**src/hw/rtl/axof_pkg.sv**
```systemverilog
package axof_pkg;

	localparam int NUM_LANES  = 5;
	localparam int NUM_ROUNDS = 12;
	localparam int Q_DEPTH    = 2;
	localparam int Q_AW       = 1;
	localparam int PADDR_W    = 3;

	// register index taken from paddr[2]
	localparam logic REG_OUT_LEN = 1'b0;

	localparam logic [8:0] OUT_LEN_RESET = 9'd32;
	localparam logic [8:0] OUT_LEN_MAX   = 9'd256;

	typedef logic [NUM_LANES-1:0][63:0] lanes_t;

	localparam lanes_t IV_LANES = {
		64'he0547524db6f0bde, 64'h0ee0ea53416b58cc, 64'he7508fd780085631,
		64'hcc7ce6c75f1ef969, 64'hda82ce768d9447eb
	};

	// absorb: xor and permute; final: xor, permute, squeeze;
	// final_full: xor, permute, pad alone, permute, squeeze
	typedef enum logic [1:0] {
		CMD_ABSORB     = 2'd0,
		CMD_FINAL      = 2'd1,
		CMD_FINAL_FULL = 2'd2
	} cmd_kind_t;

	typedef struct packed {
		logic [63:0] word;
		cmd_kind_t   kind;
	} cmd_t;

	function automatic logic [63:0] rotr64(logic [63:0] x, int n);
		return (x >> n) | (x << (64 - n));
	endfunction

	// low n bytes set, n of 8 or more gives all ones
	function automatic logic [63:0] byte_mask(logic [3:0] n);
		return n[3] ? {64{1'b1}} : ~({64{1'b1}} << {n[2:0], 3'b000});
	endfunction

	// one round of the permutation
	function automatic lanes_t ascon_round(lanes_t s, logic [3:0] r);
		logic [63:0] x0, x1, x2, x3, x4;
		logic [63:0] t0, t1, t2, t3, t4;
		lanes_t res;
		x0 = s[0];
		x1 = s[1];
		x2 = s[2] ^ {56'd0, ~r, r};
		x3 = s[3];
		x4 = s[4];
		x0 = x0 ^ x4;
		x4 = x4 ^ x3;
		x2 = x2 ^ x1;
		t0 = ~x0 & x1;
		t1 = ~x1 & x2;
		t2 = ~x2 & x3;
		t3 = ~x3 & x4;
		t4 = ~x4 & x0;
		x0 = x0 ^ t1;
		x1 = x1 ^ t2;
		x2 = x2 ^ t3;
		x3 = x3 ^ t4;
		x4 = x4 ^ t0;
		x1 = x1 ^ x0;
		x0 = x0 ^ x4;
		x3 = x3 ^ x2;
		x2 = ~x2;
		res[0] = x0 ^ rotr64(x0, 19) ^ rotr64(x0, 28);
		res[1] = x1 ^ rotr64(x1, 61) ^ rotr64(x1, 39);
		res[2] = x2 ^ rotr64(x2, 1) ^ rotr64(x2, 6);
		res[3] = x3 ^ rotr64(x3, 10) ^ rotr64(x3, 17);
		res[4] = x4 ^ rotr64(x4, 7) ^ rotr64(x4, 41);
		return res;
	endfunction

endpackage

```
**src/hw/rtl/axof_in_if.sv**
```systemverilog
interface axof_in_if;
	logic        valid;
	logic        ready;
	logic [63:0] msg_word;
	logic [3:0]  byte_count;
	logic        last;

	modport source (output valid, msg_word, byte_count, last, input ready);
	modport sink (input valid, msg_word, byte_count, last, output ready);
endinterface

```
**src/hw/rtl/axof_out_if.sv**
```systemverilog
interface axof_out_if;
	logic        valid;
	logic        ready;
	logic [63:0] digest_word;
	logic [3:0]  digest_bytes;
	logic        digest_last;

	modport source (output valid, digest_word, digest_bytes, digest_last, input ready);
	modport sink (input valid, digest_word, digest_bytes, digest_last, output ready);
endinterface

```
**src/hw/rtl/axof_front.sv**
```systemverilog
module axof_front
	import axof_pkg::*;
(
	input  logic        clk,
	input  logic        arst_n,
	axof_in_if.sink     msg,
	output logic        cmd_valid,
	input  logic        cmd_ready,
	output cmd_t        cmd
);

	cmd_t            entry_q [Q_DEPTH];
	logic [Q_AW-1:0] wr_ptr_q;
	logic [Q_AW-1:0] rd_ptr_q;
	logic [Q_AW:0]   cnt_q;
	cmd_t            cls;
	logic            push;
	logic            pop;

	// classify the item: padding is folded in when the word is partial
	always_comb begin
		cls.word = msg.msg_word;
		cls.kind = CMD_ABSORB;
		if (msg.last) begin
			if (msg.byte_count >= 4'd8) begin
				cls.kind = CMD_FINAL_FULL;
			end else begin
				cls.kind = CMD_FINAL;
				cls.word = (msg.msg_word & byte_mask(msg.byte_count))
					^ (64'd1 << {msg.byte_count[2:0], 3'b000});
			end
		end
	end

	assign msg.ready = (cnt_q != Q_DEPTH[Q_AW:0]);
	assign push      = msg.valid && msg.ready;
	assign cmd_valid = (cnt_q != '0);
	assign pop       = cmd_valid && cmd_ready;
	assign cmd       = entry_q[rd_ptr_q];

	// queue storage
	always_ff @(posedge clk) begin
		if (push) begin
			entry_q[wr_ptr_q] <= cls;
		end
	end

	// queue pointers
	always_ff @(posedge clk or negedge arst_n) begin
		if (!arst_n) begin
			wr_ptr_q <= '0;
			rd_ptr_q <= '0;
			cnt_q    <= '0;
		end else begin
			if (push) begin
				wr_ptr_q <= wr_ptr_q + 1'b1;
			end
			if (pop) begin
				rd_ptr_q <= rd_ptr_q + 1'b1;
			end
			if (push && !pop) begin
				cnt_q <= cnt_q + 1'b1;
			end else if (pop && !push) begin
				cnt_q <= cnt_q - 1'b1;
			end
		end
	end

`ifndef NO_ASSERTIONS
	a_cnt_bound: assert property (@(posedge clk) disable iff (!arst_n)
		cnt_q <= Q_DEPTH[Q_AW:0])
		else $error("queue count above depth");
	a_cnt_track: assert property (@(posedge clk) disable iff (!arst_n)
		(push && !pop) |=> cnt_q == $past(cnt_q) + 1'b1)
		else $error("queue count missed a push");
	a_pop_track: assert property (@(posedge clk) disable iff (!arst_n)
		(pop && !push) |=> cnt_q == $past(cnt_q) - 1'b1)
		else $error("queue count missed a pop");
`endif

endmodule

```
**src/hw/rtl/axof_back.sv**
```systemverilog
module axof_back
	import axof_pkg::*;
(
	input  logic        clk,
	input  logic        arst_n,
	input  logic [8:0]  out_len,
	input  logic        cmd_valid,
	output logic        cmd_ready,
	input  cmd_t        cmd,
	axof_out_if.source  dig
);

	typedef enum logic [2:0] {
		S_IDLE = 3'b001,
		S_PERM = 3'b010,
		S_EMIT = 3'b100
	} state_t;

	state_t      state_q;
	lanes_t      lanes_q;
	lanes_t      rnd_out;
	logic [3:0]  rnd_q;
	logic        pad_pend_q;
	logic        squeeze_q;
	logic [8:0]  rem_q;
	logic [8:0]  len_clamped;
	logic        rnd_last;
	logic        emit_load;
	logic        rem_final;
	logic [3:0]  nb;
	logic        out_valid_q;
	logic [63:0] out_word_q;
	logic [3:0]  out_bytes_q;
	logic        out_last_q;

	assign rnd_out  = ascon_round(lanes_q, rnd_q);
	assign rnd_last = (rnd_q == 4'(NUM_ROUNDS - 1));

	// digest length clamped to 1..256
	always_comb begin
		len_clamped = out_len;
		if (out_len == '0) begin
			len_clamped = 9'd1;
		end else if (out_len > OUT_LEN_MAX) begin
			len_clamped = OUT_LEN_MAX;
		end
	end

	// take a command when idle, or straight after an absorb permutation
	assign cmd_ready = (state_q == S_IDLE)
		|| (state_q == S_PERM && rnd_last && !pad_pend_q && !squeeze_q);

	assign rem_final = (rem_q <= 9'd8);
	assign nb        = rem_final ? rem_q[3:0] : 4'd8;
	assign emit_load = (state_q == S_EMIT) && (!out_valid_q || dig.ready);

	// sponge sequencer
	always_ff @(posedge clk or negedge arst_n) begin
		if (!arst_n) begin
			state_q    <= S_IDLE;
			lanes_q    <= IV_LANES;
			rnd_q      <= '0;
			pad_pend_q <= 1'b0;
			squeeze_q  <= 1'b0;
			rem_q      <= '0;
		end else begin
			unique case (state_q)
				S_IDLE: begin
					if (cmd_valid) begin
						lanes_q[0] <= lanes_q[0] ^ cmd.word;
						rnd_q      <= '0;
						squeeze_q  <= (cmd.kind != CMD_ABSORB);
						pad_pend_q <= (cmd.kind == CMD_FINAL_FULL);
						rem_q      <= len_clamped;
						state_q    <= S_PERM;
					end
				end
				S_PERM: begin
					if (!rnd_last) begin
						lanes_q <= rnd_out;
						rnd_q   <= rnd_q + 1'b1;
					end else begin
						rnd_q <= '0;
						if (pad_pend_q) begin
							lanes_q    <= {rnd_out[4:1], rnd_out[0] ^ 64'd1};
							pad_pend_q <= 1'b0;
						end else if (squeeze_q) begin
							lanes_q <= rnd_out;
							state_q <= S_EMIT;
						end else if (cmd_valid) begin
							lanes_q    <= {rnd_out[4:1], rnd_out[0] ^ cmd.word};
							squeeze_q  <= (cmd.kind != CMD_ABSORB);
							pad_pend_q <= (cmd.kind == CMD_FINAL_FULL);
							rem_q      <= len_clamped;
						end else begin
							lanes_q <= rnd_out;
							state_q <= S_IDLE;
						end
					end
				end
				S_EMIT: begin
					if (emit_load) begin
						if (rem_final) begin
							lanes_q   <= IV_LANES;
							squeeze_q <= 1'b0;
							state_q   <= S_IDLE;
						end else begin
							rem_q   <= rem_q - 9'd8;
							rnd_q   <= '0;
							state_q <= S_PERM;
						end
					end
				end
				default: begin
					state_q <= S_IDLE;
				end
			endcase
		end
	end

	// output register
	always_ff @(posedge clk or negedge arst_n) begin
		if (!arst_n) begin
			out_valid_q <= 1'b0;
		end else if (emit_load) begin
			out_valid_q <= 1'b1;
		end else if (dig.ready) begin
			out_valid_q <= 1'b0;
		end
	end

	always_ff @(posedge clk) begin
		if (emit_load) begin
			out_word_q  <= lanes_q[0] & byte_mask(nb);
			out_bytes_q <= nb;
			out_last_q  <= rem_final;
		end
	end

	assign dig.valid        = out_valid_q;
	assign dig.digest_word  = out_word_q;
	assign dig.digest_bytes = out_bytes_q;
	assign dig.digest_last  = out_last_q;

`ifndef NO_ASSERTIONS
	a_idle_rnd: assert property (@(posedge clk) disable iff (!arst_n)
		state_q == S_IDLE |-> rnd_q == '0 && !pad_pend_q && !squeeze_q)
		else $error("idle with round or pad pending");
	a_emit_rem: assert property (@(posedge clk) disable iff (!arst_n)
		state_q == S_EMIT |-> rem_q != '0 && squeeze_q)
		else $error("squeeze with nothing left");
	a_iv_back: assert property (@(posedge clk) disable iff (!arst_n)
		(emit_load && rem_final) |=> lanes_q == IV_LANES && state_q == S_IDLE)
		else $error("state not back at iv after last digest item");
`endif

endmodule

```
**src/hw/rtl/ascon_xof128_hash.sv**
```systemverilog
// absorb: from idle, a word is xored in and permuted; when the queue keeps
// the permutation busy, the next word is taken in its last round (one round
// per cycle in the back end); a partial last item is permuted with the pad
// folded in (a full eight-byte word adds a permutation for the pad alone),
// digest items load when the output is free, each after a permutation
// reset: sponge state returns to the iv, queue and output empty, length 32
module ascon_xof128_hash
	import axof_pkg::*;
(
	input  logic               clk,
	input  logic               arst_n,
	axof_in_if.sink            msg,
	axof_out_if.source         dig,
	input  logic               psel,
	input  logic               penable,
	input  logic               pwrite,
	input  logic [PADDR_W-1:0] paddr,
	input  logic [31:0]        pwdata,
	output logic [31:0]        prdata,
	output logic               pready
);

	logic [8:0] out_len_q;
	logic       cmd_valid;
	logic       cmd_ready;
	cmd_t       cmd;

	assign pready = 1'b1;

	// configuration register
	always_ff @(posedge clk or negedge arst_n) begin
		if (!arst_n) begin
			out_len_q <= OUT_LEN_RESET;
		end else if (psel && penable && pwrite && pready && paddr[2] == REG_OUT_LEN) begin
			out_len_q <= pwdata[8:0];
		end
	end

	assign prdata = (paddr[2] == REG_OUT_LEN) ? {23'd0, out_len_q} : 32'd0;

	axof_front u_front (
		.clk       (clk),
		.arst_n    (arst_n),
		.msg       (msg),
		.cmd_valid (cmd_valid),
		.cmd_ready (cmd_ready),
		.cmd       (cmd)
	);

	axof_back u_back (
		.clk       (clk),
		.arst_n    (arst_n),
		.out_len   (out_len_q),
		.cmd_valid (cmd_valid),
		.cmd_ready (cmd_ready),
		.cmd       (cmd),
		.dig       (dig)
	);

endmodule
```
**src/flat_wrapper.sv**
```systemverilog
// flat-port wrapper written by rule: the top's interface ports become plain ports
module ascon_xof128_hash_flat import axof_pkg::*;
  (clk, arst_n, psel, penable, pwrite, paddr, pwdata, prdata, pready, msg_valid, msg_msg_word, msg_byte_count, msg_last, msg_ready, dig_valid, dig_digest_word, dig_digest_bytes, dig_digest_last, dig_ready);
  axof_in_if msg_i ();
  axof_out_if dig_i ();
  input  logic clk;
  input  logic arst_n;
  input  logic psel;
  input  logic penable;
  input  logic pwrite;
  input  logic [PADDR_W-1:0] paddr;
  input  logic [31:0] pwdata;
  output logic [31:0] prdata;
  output logic pready;
  input wire logic [$bits(msg_i.valid)-1:0] msg_valid;
  input wire logic [$bits(msg_i.msg_word)-1:0] msg_msg_word;
  input wire logic [$bits(msg_i.byte_count)-1:0] msg_byte_count;
  input wire logic [$bits(msg_i.last)-1:0] msg_last;
  output wire logic [$bits(msg_i.ready)-1:0] msg_ready;
  output wire logic [$bits(dig_i.valid)-1:0] dig_valid;
  output wire logic [$bits(dig_i.digest_word)-1:0] dig_digest_word;
  output wire logic [$bits(dig_i.digest_bytes)-1:0] dig_digest_bytes;
  output wire logic [$bits(dig_i.digest_last)-1:0] dig_digest_last;
  input wire logic [$bits(dig_i.ready)-1:0] dig_ready;
  assign msg_i.valid = msg_valid;
  assign msg_i.msg_word = msg_msg_word;
  assign msg_i.byte_count = msg_byte_count;
  assign msg_i.last = msg_last;
  assign msg_ready = msg_i.ready;
  assign dig_valid = dig_i.valid;
  assign dig_digest_word = dig_i.digest_word;
  assign dig_digest_bytes = dig_i.digest_bytes;
  assign dig_digest_last = dig_i.digest_last;
  assign dig_i.ready = dig_ready;
  ascon_xof128_hash u_core (.clk(clk), .arst_n(arst_n), .msg(msg_i), .dig(dig_i), .psel(psel), .penable(penable), .pwrite(pwrite), .paddr(paddr), .pwdata(pwdata), .prdata(prdata), .pready(pready));
endmodule
```
**config.mk**
```make
export PLATFORM = sky130hd
export DESIGN_NAME = ascon_xof128_hash_flat
export DESIGN_NICKNAME = d
export VERILOG_FILES = /design/src/hw/rtl/axof_pkg.sv /design/src/hw/rtl/axof_in_if.sv /design/src/hw/rtl/axof_out_if.sv /design/src/hw/rtl/axof_front.sv /design/src/hw/rtl/axof_back.sv /design/src/hw/rtl/ascon_xof128_hash.sv /design/src/flat_wrapper.sv
export SDC_FILE = /design/constraint.sdc
export NUM_CORES = 2
export LEC_CHECK = 0
export BUFFER_PORTS_ARGS = -buffer_cell sky130_fd_sc_hd__buf_4
export CAP_MARGIN = 25
export CORE_ASPECT_RATIO = 0.6
export CORE_MARGIN = 2
export CORE_UTILIZATION = 56
export CTS_CLUSTER_DIAMETER = 120
export DETAILED_ROUTE_END_ITERATION = 6
export MAX_ROUTING_LAYER = met4
export PLACE_DENSITY = 0.74
export SYNTH_ARGS = -nofsm -noshare
export SYNTH_HDL_FRONTEND = slang
export SYNTH_SLANG_ARGS = --single-unit
```
**constraint.sdc**
```tcl
create_clock -name clk -period 4.3 [get_ports clk]
set_input_delay 0.86 -clock clk [delete_from_list [all_inputs] [get_ports clk]]
set_output_delay 0.86 -clock clk [all_outputs]
set_load 0.02 [all_outputs]
```
==> flow_summary.json <==
{
  "clk_latency_ns": 0.66,
  "ios": 215,
  "grt_pass1_wl_mm": 202,
  "via_count": 29200,
  "clock_path_buffers": 3,
  "timing.fmax_ghz": 0.328,
  "finalWeightedCongestion": 1.10,
  "grt_overflow": 0,
  "ys_warn_count": 0,
  "core_um2": 67700,
  "layout-drive-gt1-share": 0.173,
  "setup_tns_ns": 0,
  "path_class": "reg2reg",
  "worst_slew_pin_slew_ns": 1.29,
  "synth_edf_count": 201,
  "synth_area_um2": 38100,
  "die_h_um": 206,
  "hold_viol": 0,
  "rrSetupSlack_ns": 1.25,
  "grt_max_degree": 109,
  "seq_area_um2": 15100,
  "ys.flop_type": "edfxtp_1",
  "rsz0062_at_grt": "false",
  "ctsResizeCount": 0,
  "synth_top_family_by_area": "XOR/XNOR gates",
  "hold_path.class": "in2async",
  "synth_area_leaders": "xnor2_1 (22%), edfxtp_1 (16%), dfrtp_1 (12%)",
  "reg2reg_depth": 7,
  "synth_fa_ha_area_frac": 0.0599,
  "synth-xor-area-share": 0.291,
  "nFillCells": 5586,
  "area_delta_synth_final_pct": 12.5,
  "critPathArrivalTime_ns": 3.58,
  "cp-end-kind": "register",
  "max_cap_viol_count": 0,
  "cts_sinks": 553,
  "via_per_inst": 6.04,
  "track_usage": 0.423,
  "synthCells": 3662,
  "critPathLaunch": "u_core.u_back.rnd_q[1]",
  "post_synth_and_or_nand_nor_area_fraction": 0.0791,
  "synth.area.mux_share": 0.0316,
  "dr.pass1.iters": 6,
  "r2r-start": "u_core.u_back.rnd_q[1]",
  "dr.first_iter.drc_count": 3931,
  "ys_ff_latch": 553,
  "startpoint_type": "register",
  "routed_wirelength_mm": 145,
  "endpoint": "u_core.u_back.lanes_q[240]",
  "synth_compound_area_frac": 0.102,
  "final_antenna_net_count": 0,
  "hpwl_mm": 114,
  "cts_setup_buffers": 0,
  "std_cell_rows": 74,
  "dieArea_um2": 70300,
  "yosys.area.top_type": "xnor2_1",
  "antenna_found_initial": 3,
  "io_buffers": 165,
  "crit_fanout": 5,
  "ys_types": 65,
  "h-tree-depth": 2,
  "fin_crit_sh": 0.709,
  "final-setup-viol-count": 0,
  "cts-root-buf": "clkbuf_16",
  "holdBufCountCts": 0,
  "cts.clk_slew.worst_paths_ns": 0.07,
  "final_net_count": 4123,
  "synthArstFlopShare": 0.637,
  "numCtsBuffers": 55,
  "fin_skew_ns": 0.0364,
  "max_slew_margin": 0.131,
  "yosysSeqAreaShare": 0.395,
  "period_minus_slack_ns": 3.05,
  "synth_area_per_cell_um2": 10.4,
  "drt-wirelength-per-cell_um": 29.9,
  "dieWidth_um": 341,
  "cts_tree": "yes",
  "slew_viol_final": 0,
  "status": "finished, final reports clean",
  "r2r_end": "u_core.u_back.lanes_q[240]",
  "yosysTopAreaCellShare": 0.220,
  "cp_data_required_time_ns": 4.83,
  "remaining_drc_errors": 0,
  "initial_core_util": 0.563,
  "grt_pass1_vias": 26600,
  "multi_input_area_um2": 21700
}
==> sequential cells by signal, summed over array words and instances (netlist names), 2 cells and up <==
register	flops
u_core.u_back.dig.digest_bytes	4
u_core.u_back.dig.digest_word	64
u_core.u_back.state_q	3
u_core.u_front.entry_q	132
u_core.u_back.lanes_q	320
u_core.u_back.rnd_q	4
u_core.u_back.rem_q	9
u_core.u_front.cnt_q	2
u_core.out_len_q	9
==> final cells by class <==
type                            count  area share
Inverter                          201      0.0176
Antenna cell                        2    0.000117
Multi-Input combinational cell   2772       0.505
Clock buffer                       75      0.0359
Timing Repair Buffer              298      0.0550
Sequential cell                   553       0.351
Clock inverter                     28     0.00869
Tap cell                          912      0.0266
==> synthesized netlist by cell type, types with 24 or more instances <==
cell type and instances:
edfxtp_1 201, and2_1 84, nor2_1 162, o31ai_1 39, nand3_1 30, buf_2 53
buf_4 30, a221oi_2 33, o21ai_0 86, inv_1 201, dfstp_2 166, clkbuf_1 66
maj3_1 61, mux2i_1 90, o22ai_1 24, a21oi_1 130, nor2b_1 34, nand2_1 227
a31oi_1 29, mux2_2 27, xnor2_1 956, ha_1 131, xor2_1 304, a22o_1 63
a22oi_1 81, dfrtp_1 186
==> stage by stage <==
| step | area (µm²) | std cells | hold slack, ns | setup slack [ns] | utilization |
|---|---|---|---|---|---|
| floorplan | 38200 | 3684 | 0.461 | 0.0944 | - |
| global placement | 40900 | 4724 | 0.482 | 1.39 | 0.604 |
| detailed placement | 40900 | 4729 | 0.486 | 1.34 | 0.605 |
| CTS | 42800 | 4832 | 0.304 | 1.32 | 0.633 |
| global route | 42900 | 4840 | 0.327 | 1.21 | 0.634 |
| finish | 42900 | 4841 | 0.265 | 1.25 | 0.634 |
==> metal layers <==
layer,routed length (µm),global-route usage,vias up
li1,-,-,12700
met1,62600,0.600,14600
met2,56100,0.547,1767
met3,22500,0.179,192
met4,3690,0.102,0
met5,0,-,-
==> cells by family after synthesis <==
group	count (synthesis)
compound gates	546
xor+xnor	1264
fa+ha+maj	195
buf+inv	359
flops	553
mux	117
other cells	2
simple gates	626
==> placed cells by master, fill, tap and decap left out, types with 8 or more instances in the layout <==
| cell | count |
|---|---|
| o31ai_1 | 39 |
| nand2_1 | 227 |
| o221ai_1 | 10 |
| nand2b_1 | 9 |
| a22oi_1 | 81 |
| nor2b_1 | 34 |
| clkinv_2 | 12 |
| a221o_1 | 12 |
| clkbuf_16 | 55 |
| edfxtp_1 | 201 |
| xnor2_1 | 951 |
| buf_4 | 288 |
| nand4b_1 | 8 |
| bufinv_16 | 8 |
| conb_1 | 24 |
| buf_12 | 9 |
| nor2_2 | 17 |
| dfrtp_1 | 185 |
| xnor2_2 | 9 |
| maj3_1 | 61 |
| nor2_4 | 20 |
| mux2i_1 | 90 |
| a21boi_0 | 8 |
| nor2_1 | 159 |
| clkbuf_8 | 9 |
| clkbuf_1 | 11 |
| a21oi_1 | 129 |
| xor2_1 | 304 |
| nor3_1 | 23 |
| mux2_2 | 27 |
| a22o_1 | 63 |
| dfstp_2 | 166 |
| o22ai_1 | 24 |
| o21ai_0 | 86 |
| inv_1 | 200 |
| a221oi_2 | 33 |
| a31oi_1 | 29 |
| ha_1 | 131 |
| and2_1 | 83 |
| nand3_1 | 30 |
==> worst min path at each step <==
stage	startpoint	endpoint	depth (start not counted)
finish	arst_n	u_core.u_back.rem_q[4]	1
global route	arst_n	u_core.out_len_q[3]	1
CTS	arst_n	u_core.out_len_q[8]	1
detailed placement	u_core.u_back.lanes_q[129]	u_core.u_back.lanes_q[129]	2
global placement	u_core.u_back.lanes_q[135]	u_core.u_back.lanes_q[135]	2
floorplan	u_core.u_front.wr_ptr_q	u_core.u_front.wr_ptr_q	1
==> worst max-delay path: stages (launching register included) <==
cell and delay, ns:
dfrtp_1 0.47, xor2_1 0.25, ha_1 0.27, xor2_1 0.69, xor2_1 0.66, xnor2_1 0.18
xnor2_1 0.19, a22o_1 0.21
Power is left out: the tool's default activity adds up to more than one toggle a clock period on the data nets, which glitch-free logic cannot reach.
